**config.mk**
```make
export PLATFORM = sky130hd
export DESIGN_NAME = sha256_stream_hasher_core
export DESIGN_NICKNAME = d
export VERILOG_FILES = /design/src/rtl/core/sha256_pkg.sv /design/src/rtl/core/sha256_round.sv /design/src/rtl/core/sha256_stream_hasher_core.sv
export VERILOG_INCLUDE_DIRS = /design/src /design/src/rtl/core
export SDC_FILE = /design/constraint.sdc
export NUM_CORES = 2
export LEC_CHECK = 0
export ABC_AREA = 1
export BUFFER_PORTS_ARGS = -buffer_cell sky130_fd_sc_hd__buf_2
export CAP_MARGIN = 20
export CORE_ASPECT_RATIO = 2
export CORE_MARGIN = 3
export CORE_UTILIZATION = 45
export CTS_CLUSTER_DIAMETER = 200
export DETAILED_ROUTE_END_ITERATION = 12
export PLACE_DENSITY = 0.71
export SLEW_MARGIN = 40
export SYNTH_ARGS = -nofsm -noshare
export SYNTH_HDL_FRONTEND = slang
export SYNTH_SLANG_ARGS = --single-unit
```
**constraint.sdc**
```tcl
create_clock -name clk -period 30.1 [get_ports clk]
set_input_delay 3.01 -clock clk [delete_from_list [all_inputs] [get_ports clk]]
set_output_delay 3.01 -clock clk [all_outputs]
set_load 0.1 [all_outputs]
```
**src/rtl/core/assert_macros.svh**
```systemverilog
// Assertion macros shared by the hasher RTL.
`ifndef ASSERT_MACROS_SVH
`define ASSERT_MACROS_SVH
// Implication checked on every clock edge outside reset.
`define ASSERT_IMPL(label, clk, rst_n, ante, cons) \
  label: assert property (@(posedge clk) disable iff (!rst_n) (ante) |-> (cons)) \
    else $error("assertion failed");
// Next-cycle implication checked outside reset.
`define ASSERT_NEXT(label, clk, rst_n, ante, cons) \
  label: assert property (@(posedge clk) disable iff (!rst_n) (ante) |=> (cons)) \
    else $error("assertion failed");
`endif

```
**src/rtl/core/sha256_pkg.sv**
```systemverilog
// Package with SHA-256 types, constants and round functions.
package sha256_pkg;

  typedef struct packed {
    logic [7:0] data_byte;
    logic       has_byte;
    logic       end_of_message;
  } in_item_t;

  typedef struct packed {
    logic [31:0] digest_word;
    logic [2:0]  word_index;
    logic        last_word;
  } out_item_t;

  typedef enum logic [2:0] {
    ST_IDLE,
    ST_ROUND,
    ST_ADD,
    ST_OUT
  } state_t;

  // Request from the sequencer to the round unit.
  typedef struct packed {
    logic start;
    logic reset_h;
  } rnd_ctl_t;

  localparam int unsigned ROUNDS = 64;
  localparam logic [7:0] PAD_BYTE = 8'h80;
  localparam int unsigned LEN_POS = 56;

  localparam logic [31:0] INIT_H [8] = '{
    32'h6a09e667, 32'hbb67ae85, 32'h3c6ef372, 32'ha54ff53a,
    32'h510e527f, 32'h9b05688c, 32'h1f83d9ab, 32'h5be0cd19};

  localparam logic [31:0] ROUND_K [64] = '{
    32'h428a2f98, 32'h71374491, 32'hb5c0fbcf, 32'he9b5dba5, 32'h3956c25b, 32'h59f111f1,
    32'h923f82a4, 32'hab1c5ed5, 32'hd807aa98, 32'h12835b01, 32'h243185be, 32'h550c7dc3,
    32'h72be5d74, 32'h80deb1fe, 32'h9bdc06a7, 32'hc19bf174, 32'he49b69c1, 32'hefbe4786,
    32'h0fc19dc6, 32'h240ca1cc, 32'h2de92c6f, 32'h4a7484aa, 32'h5cb0a9dc, 32'h76f988da,
    32'h983e5152, 32'ha831c66d, 32'hb00327c8, 32'hbf597fc7, 32'hc6e00bf3, 32'hd5a79147,
    32'h06ca6351, 32'h14292967, 32'h27b70a85, 32'h2e1b2138, 32'h4d2c6dfc, 32'h53380d13,
    32'h650a7354, 32'h766a0abb, 32'h81c2c92e, 32'h92722c85, 32'ha2bfe8a1, 32'ha81a664b,
    32'hc24b8b70, 32'hc76c51a3, 32'hd192e819, 32'hd6990624, 32'hf40e3585, 32'h106aa070,
    32'h19a4c116, 32'h1e376c08, 32'h2748774c, 32'h34b0bcb5, 32'h391c0cb3, 32'h4ed8aa4a,
    32'h5b9cca4f, 32'h682e6ff3, 32'h748f82ee, 32'h78a5636f, 32'h84c87814, 32'h8cc70208,
    32'h90befffa, 32'ha4506ceb, 32'hbef9a3f7, 32'hc67178f2};

  function automatic logic [31:0] rotr(input logic [31:0] x, input int unsigned n);
    rotr = (x >> n) | (x << (32 - n));
  endfunction

endpackage

```
**src/rtl/core/sha256_round.sv**
```systemverilog
// Shared SHA-256 round unit: message schedule window and working variables.
module sha256_round (
  input  logic                  clk,
  input  logic                  rst_n,
  input  sha256_pkg::rnd_ctl_t  ctl,
  input  logic                  load_w,
  input  logic [31:0]           load_word,
  input  logic                  step,
  input  logic [5:0]            round_idx,
  input  logic                  add_h,
  output logic [31:0]           h_out [8]
);

  logic [31:0] w_r [16];
  logic [31:0] v_r [8];
  logic [31:0] h_r [8];
  logic [31:0] w_new, t1, t2, s0, s1, b0, b1, ch, mj;

  always_comb begin
    s0 = sha256_pkg::rotr(w_r[1], 7) ^ sha256_pkg::rotr(w_r[1], 18) ^ (w_r[1] >> 3);
    s1 = sha256_pkg::rotr(w_r[14], 17) ^ sha256_pkg::rotr(w_r[14], 19) ^ (w_r[14] >> 10);
    w_new = w_r[0] + s0 + w_r[9] + s1;
    b1 = sha256_pkg::rotr(v_r[4], 6) ^ sha256_pkg::rotr(v_r[4], 11)
       ^ sha256_pkg::rotr(v_r[4], 25);
    ch = (v_r[4] & v_r[5]) ^ (~v_r[4] & v_r[6]);
    t1 = v_r[7] + b1 + ch + sha256_pkg::ROUND_K[round_idx] + w_r[0];
    b0 = sha256_pkg::rotr(v_r[0], 2) ^ sha256_pkg::rotr(v_r[0], 13)
       ^ sha256_pkg::rotr(v_r[0], 22);
    mj = (v_r[0] & v_r[1]) ^ (v_r[0] & v_r[2]) ^ (v_r[1] & v_r[2]);
    t2 = b0 + mj;
  end

  // The window w_r[0] always holds the current round's schedule word.
  always_ff @(posedge clk) begin
    if (load_w) begin
      for (int i = 0; i < 15; i++) w_r[i] <= w_r[i+1];
      w_r[15] <= load_word;
    end else if (step) begin
      for (int i = 0; i < 15; i++) w_r[i] <= w_r[i+1];
      w_r[15] <= w_new;
    end
  end

  always_ff @(posedge clk) begin
    if (ctl.start) begin
      for (int i = 0; i < 8; i++) v_r[i] <= h_r[i];
    end else if (step) begin
      v_r[7] <= v_r[6];
      v_r[6] <= v_r[5];
      v_r[5] <= v_r[4];
      v_r[4] <= v_r[3] + t1;
      v_r[3] <= v_r[2];
      v_r[2] <= v_r[1];
      v_r[1] <= v_r[0];
      v_r[0] <= t1 + t2;
    end
  end

  always_ff @(posedge clk) begin
    if (!rst_n || ctl.reset_h) begin
      for (int i = 0; i < 8; i++) h_r[i] <= sha256_pkg::INIT_H[i];
    end else if (add_h) begin
      for (int i = 0; i < 8; i++) h_r[i] <= h_r[i] + v_r[i];
    end
  end

  assign h_out = h_r;

endmodule

```
**src/rtl/core/sha256_stream_hasher_core.sv**
```systemverilog
// Top level of the streaming SHA-256 hasher: byte packing, padding and sequencing.
// Usage: present one word per input handshake on in_data (data_byte, has_byte,
// end_of_message). A byte is packed into a 32-bit word; each full word shifts
// into the schedule window. After 64 bytes the shared round unit runs 64 rounds,
// one per cycle, then folds the result into the chaining state.
// An input byte that does not fill a block is taken without a stall; a block-closing
// byte holds off further input until the rounds and the fold are done.
// End of message inserts the 0x80 byte, zero fill and the 64-bit bit length one
// byte per cycle between compressions, runs one or two compressions, then offers
// the eight digest words H0..H7 on out_data, one per handshake, last_word on H7.
// in_ready stays low while rounds, padding or digest output are in progress.
// A stalled receiver holds the current digest word; nothing is lost.
// After the last digest word the chaining state and counters return to their
// initial values. Reset (rst_n low, synchronous) does the same and empties out.
module sha256_stream_hasher_core (
  input  logic                   clk,
  input  logic                   rst_n,
  input  logic                   in_valid,
  output logic                   in_ready,
  input  sha256_pkg::in_item_t   in_data,
  output logic                   out_valid,
  input  logic                   out_ready,
  output sha256_pkg::out_item_t  out_data
);

  sha256_pkg::state_t state_r, state_nxt;
  logic [5:0]  fill_r;
  logic [60:0] bytes_r;
  logic [23:0] part_r;
  logic [5:0]  rnd_r;
  logic        pad_r;     // padding in progress
  logic        pad80_r;   // 0x80 byte already appended
  logic        final_r;   // current compression is the last of the message
  logic [2:0]  oidx_r;
  logic [31:0] h [8];

  sha256_pkg::rnd_ctl_t ctl;
  logic        acc, pbyte_en, load_w, step, add_h;
  logic [7:0]  pbyte;
  logic [63:0] bitlen;
  logic [31:0] load_word;
  logic        blk_full;

  assign acc    = in_valid && in_ready;
  assign bitlen = {bytes_r, 3'b000};

  // Byte fed to the packer this cycle: input byte or padding byte.
  always_comb begin
    pbyte_en = 1'b0;
    pbyte    = in_data.data_byte;
    if (state_r == sha256_pkg::ST_IDLE && pad_r) begin
      pbyte_en = 1'b1;
      if (!pad80_r) pbyte = sha256_pkg::PAD_BYTE;
      else if (fill_r >= 6'(sha256_pkg::LEN_POS) && final_r)
        pbyte = bitlen[{~fill_r[2:0], 3'b000} +: 8];
      else pbyte = 8'h00;
    end else if (acc && in_data.has_byte) begin
      pbyte_en = 1'b1;
    end
  end

  assign load_word = {part_r, pbyte};
  assign load_w    = pbyte_en && (fill_r[1:0] == 2'b11);
  assign blk_full  = pbyte_en && (fill_r == 6'd63);
  assign step      = (state_r == sha256_pkg::ST_ROUND);
  assign add_h     = (state_r == sha256_pkg::ST_ADD);
  assign ctl.start   = blk_full;
  assign ctl.reset_h = out_valid && out_ready && oidx_r == 3'd7;

  always_comb begin
    state_nxt = state_r;
    case (state_r)
      sha256_pkg::ST_IDLE: begin
        if (blk_full) state_nxt = sha256_pkg::ST_ROUND;
      end
      sha256_pkg::ST_ROUND: begin
        if (rnd_r == 6'(sha256_pkg::ROUNDS - 1)) state_nxt = sha256_pkg::ST_ADD;
      end
      sha256_pkg::ST_ADD: begin
        state_nxt = (final_r && pad_r) ? sha256_pkg::ST_OUT : sha256_pkg::ST_IDLE;
      end
      sha256_pkg::ST_OUT: begin
        if (ctl.reset_h) state_nxt = sha256_pkg::ST_IDLE;
      end
      default: state_nxt = sha256_pkg::ST_IDLE;
    endcase
  end

  always_comb begin
    in_ready  = (state_r == sha256_pkg::ST_IDLE) && !pad_r;
    out_valid = (state_r == sha256_pkg::ST_OUT);
  end

  always_ff @(posedge clk) begin
    if (!rst_n) begin
      state_r <= sha256_pkg::ST_IDLE;
      fill_r  <= '0;
      bytes_r <= '0;
      rnd_r   <= '0;
      pad_r   <= 1'b0;
      pad80_r <= 1'b0;
      final_r <= 1'b0;
      oidx_r  <= '0;
    end else begin
      state_r <= state_nxt;
      if (pbyte_en) begin
        fill_r <= fill_r + 6'd1;
        if (pad_r && !pad80_r) begin
          pad80_r <= 1'b1;
          // Length fits in this block if the 0x80 byte lands before offset 56.
          final_r <= (fill_r < 6'(sha256_pkg::LEN_POS));
        end
      end
      // A padding block without the length is followed by the final block.
      if (add_h && pad_r && pad80_r) final_r <= 1'b1;
      if (acc && in_data.has_byte) bytes_r <= bytes_r + 61'd1;
      if (acc && in_data.end_of_message) pad_r <= 1'b1;
      if (step) rnd_r <= rnd_r + 6'd1;
      if (out_valid && out_ready) oidx_r <= oidx_r + 3'd1;
      if (ctl.reset_h) begin
        fill_r  <= '0;
        bytes_r <= '0;
        pad_r   <= 1'b0;
        pad80_r <= 1'b0;
        final_r <= 1'b0;
      end
    end
  end

  always_ff @(posedge clk) begin
    if (pbyte_en) part_r <= {part_r[15:0], pbyte};
  end

  sha256_round u_round (
    .clk       (clk),
    .rst_n     (rst_n),
    .ctl       (ctl),
    .load_w    (load_w),
    .load_word (load_word),
    .step      (step),
    .round_idx (rnd_r),
    .add_h     (add_h),
    .h_out     (h)
  );

  always_comb begin
    out_data.digest_word = h[oidx_r];
    out_data.word_index  = oidx_r;
    out_data.last_word   = (oidx_r == 3'd7);
  end

  `include "assert_macros.svh"
  `ASSERT_IMPL(a_ready_out_excl, clk, rst_n, out_valid, !in_ready)
  `ASSERT_IMPL(a_round_idx, clk, rst_n, state_r == sha256_pkg::ST_ADD, rnd_r == 6'd0)
  `ASSERT_NEXT(a_last_wraps, clk, rst_n, ctl.reset_h, oidx_r == 3'd0 && fill_r == 6'd0)

endmodule

```
==> results.md <==
- Antenna violations before repair: 17
- Proportion of netlist area held by the largest area contributor: 0.317
- Worst-path fanout max: 15
- Max Root-Sink Buffers: 3
- Critical-path top delay cell: dfxtp_1
- Placer Congestion: between 1 and 1.5
- P per Cell Area: between 40 and 50 nW/um^2
- Instance count of the mapped netlist: a little over 9000
- Area delta synth->final: 9.12%
- Synth cell count leaders: nand2_1 (1723), inv_1 (1285), o21ai_0 (888)
- Clock tree from TritonCTS: built
- Post-detailed-route wirelength per cell: approximately 34 um
- Clk pin slew, worst setup/hold paths: 0.08 ns
- Most frequent cell after synthesis: nand2_1
- Final worst clock skew: just over 0.08 ns
- Worst-case setup margin in the final layout: 19.80 ns
- Routed vias: 69904
- Post-layout net count: 9716
- Number of clock buffers inserted by TritonCTS: about 110
- Post-detail-place hpwl: between 300 and 400 mm
- Worst slack on hold paths: 0.377 ns
- Sort of element at the start of the critical path: flip-flop
- Filler cells: between 15000 and 20000
- Number of input and output port buffers inserted: 51
- Starting Density: 0.454
- Cell Area, Placed: 77800 um^2
- Ranking of synthesized cells by area: edfxtp_1 (32%), dfxtp_1 (9.0%), nand2_1 (8.6%)
- GRT busiest layer: met2
- Top flip-flop cell by instance count after synthesis: edfxtp_1
- Endpoint kind of the worst setup timing path: flip-flop
- Required time at the worst-slack endpoint: 30.59 ns
- Startpoint-to-endpoint class of the critical path: reg2reg
- Number of sinks driven by the clock tree: between 1000 and 1500
- Max Slew Vio Count: 0
- Slowest cell delay on critical path: 0.78 ns
- Final setup violation count: 0
- Top achievable clock speed: roughly 97 MHz
- Setup TNS: 0 ns
- Internal Dissipation: approximately 2.6 mW
- Detailed Route Iter0 Violations: 7123
- Number of placed cells counting well taps: between 10000 and 15000
- Count of flip-flops with a built-in enable after synthesis: slightly below 800
- Sequential element share of the synthesized area: 0.407
- Dominant cell type by area after synthesis: edfxtp_1
- Floorplan core area: roughly 170000 um^2
- Global-route wire length before repair: roughly 530 mm
- Netlist cell types: 60
- Number of search-and-repair iterations in the first detailed-routing pass: 12
- Met2 global-route usage: 0.773
- Max transition margin: 0.265
- RSZ-0062 raised after global routing: false
- Combinational group share of total power: 0.064
- Die Height: ~580 um
- Ratio of cells with drive above 1 in the final layout: 0.0488
- Fraction of met3 tracks used by global routing: 0.0982
- Post-layout min period: just over 10 ns
- Most used cell along the critical path: nand2_1
- Path category of the worst min-delay check: reg2reg
- Arrival @ worst endpoint: about 11 ns
- Worst VDD drop: between 0.04 and 0.05 mV
- Share of async-settable or async-resettable flops after synthesis: 0
- Fin. Hold Viols: 0
- Count of H-tree levels built during CTS: 3
- Post-synth design cell area: 75100 um^2
- Net switching component of the power: approximately 0.87 mW
- Register bit total from synthesis: 1129
- Clock root buffer master: clkbuf_16
- Via/cell ratio: just over 6
- Worst Setup Slack post-DPL: 20.14 ns
- GR Overflow Total: 0
- Run status: complete, but fails checks
- DRT antenna net count: 0
- Fin area: approximately 80000 um^2
- Met1 Usage GRT: 0.371
- Net Sw Frac: 0.253
- Remaining design rule violation count: 2
- Sequential share of power: 0.486
- Max-Cap Viols: 0
- Portion of total power attributed to the clock network: 0.450
- Die area: ~170000 um^2
- Chip Width: a little under 300 um
- Per-instance average area after synthesis: about 8 um^2
- Buffers inserted during post-CTS setup optimization: 0
- Number of warnings reported in the yosys synthesis log: 0
- Leakage: about 35 nW
- Number of placement rows: 211
- Transition time of the tightest slew-check pin: around 1.1 ns
- Count of instances resized after the clock tree is built: 0
- Total nets after synthesis: just under 10000
- Number of global-route vias before repair: roughly 70000
- Aggregate global-route resource usage: 0.447
- Maximum number of pins on one net before global-route repair: approximately 120
- Number of buffers added to fix hold violations after cts: 0
- Violations in the final reports: design-rule violations
- Number of standard cells in the final layout excluding fillers: between 10000 and 15000
- Number of primary I/O pins: 52
- Portion of the clock cycle consumed by the worst path in the final layout: 0.342
- WL final: slightly below 400 mm
- Latest clock arrival within the worst-skew pair: just over 0.8 ns
==> routing by layer <==
metal / up-vias / wire [um]
met5: - / 116
met4: 12 / 66900
met3: 2034 / 24500
met2: 3892 / 189000
met1: 33091 / 105000
li1: 30875 / -
==> layout by cell type, fill, tap and decap left out, types with 48 or more instances in the layout <==
cell type,count
nand2_1,1720
inv_1,1284
a21oi_1,853
o21ai_0,845
edfxtp_1,792
nor2_1,649
ha_1,394
nand3_1,390
dfxtp_1,333
xor2_1,238
fa_1,195
xnor2_1,185
nor3_1,126
clkbuf_16,107
nand4_1,94
a31oi_1,93
o211ai_1,88
buf_4,74
o21bai_1,73
o21ai_1,53
buf_2,51
a21o_1,48
==> worst max-delay path: cells and delay by family, from the launching register on <==
family | cells | cell delay [ns]
AO/OA/AOI/OAI | 4 | 1.64
XOR/XNOR | 1 | 0.59
adder cells (fa/ha/maj) | 7 | 3.18
buffers and inverters | 5 | 0.88
flip-flops | 1 | 0.78
AND/OR/NAND/NOR | 12 | 2.92
==> through the flow <==
step / util / total power [mW]
finish: 0.495 / 3.44
detailed placement: 0.470 / 1.92
global placement: 0.469 / 1.92
global route: 0.495 / 3.52
floorplan: - / 1.84
CTS: 0.494 / 3.44
==> kinds of logic after synthesis <==
family / after synthesis / synth area share
buf+inv: 1610 / 0.0807
xor+xnor: 430 / 0.0502
simple gates: 3120 / 0.174
fa+ha+maj: 610 / 0.120
flops: 1129 / 0.407
mux: 3 / 0.000400
compound gates: 2268 / 0.168
==> worst paths after layout <==
kind / start / endpoint / slack, ns / depth (start not counted)
min reg2reg: u_round.w_r[1][165]$_DFFE_PP_ / u_round.w_r[1][133]$_DFFE_PP_ / 0.38 / 0
min: u_round.w_r[1][165]$_DFFE_PP_ / u_round.w_r[1][133]$_DFFE_PP_ / 0.38 / 0
max reg2reg: rnd_r[1]$_SDFFE_PN0P_ / u_round.v_r[0][20]$_DFFE_PP_ / 19.80 / 29
max: rnd_r[1]$_SDFFE_PN0P_ / u_round.v_r[0][20]$_DFFE_PP_ / 19.80 / 29
==> cell type report <==
class                   instances  area (um^2)  share of cell area
diodes                         10         25.0            0.000305
clock buffers                 135         2920              0.0357
clock inverters                66         1020              0.0124
inverters                    1295         4890              0.0597
multi-input cells            6431        38700               0.473
flip-flops and latches       1129        30500               0.373
well taps                    2130         2670              0.0325
repair buffers                149         1140              0.0139
==> power by group through the flow <==
stage / Combinational, mW / Sequential (mW) / Clock [mW]
2_1_floorplan: 0.131 / 1.71 / 0
3_3_place_gp: 0.212 / 1.71 / 0
3_5_place_dp: 0.212 / 1.71 / 0
4_1_cts: 0.214 / 1.67 / 1.56
5_1_grt: 0.236 / 1.67 / 1.61
6_report: 0.221 / 1.67 / 1.55
==> sequential cells by signal, summed over array words and instances (netlist names) <==
name / cells
u_round.w_r: 512
u_round.h_out: 256
u_round.v_r: 256
bytes_r: 61
part_r: 24
fill_r: 6
rnd_r: 6
oidx_r: 3
state_r: 2
final_r: 1
pad80_r: 1
pad_r: 1
(Power assumes the default switching activity.)
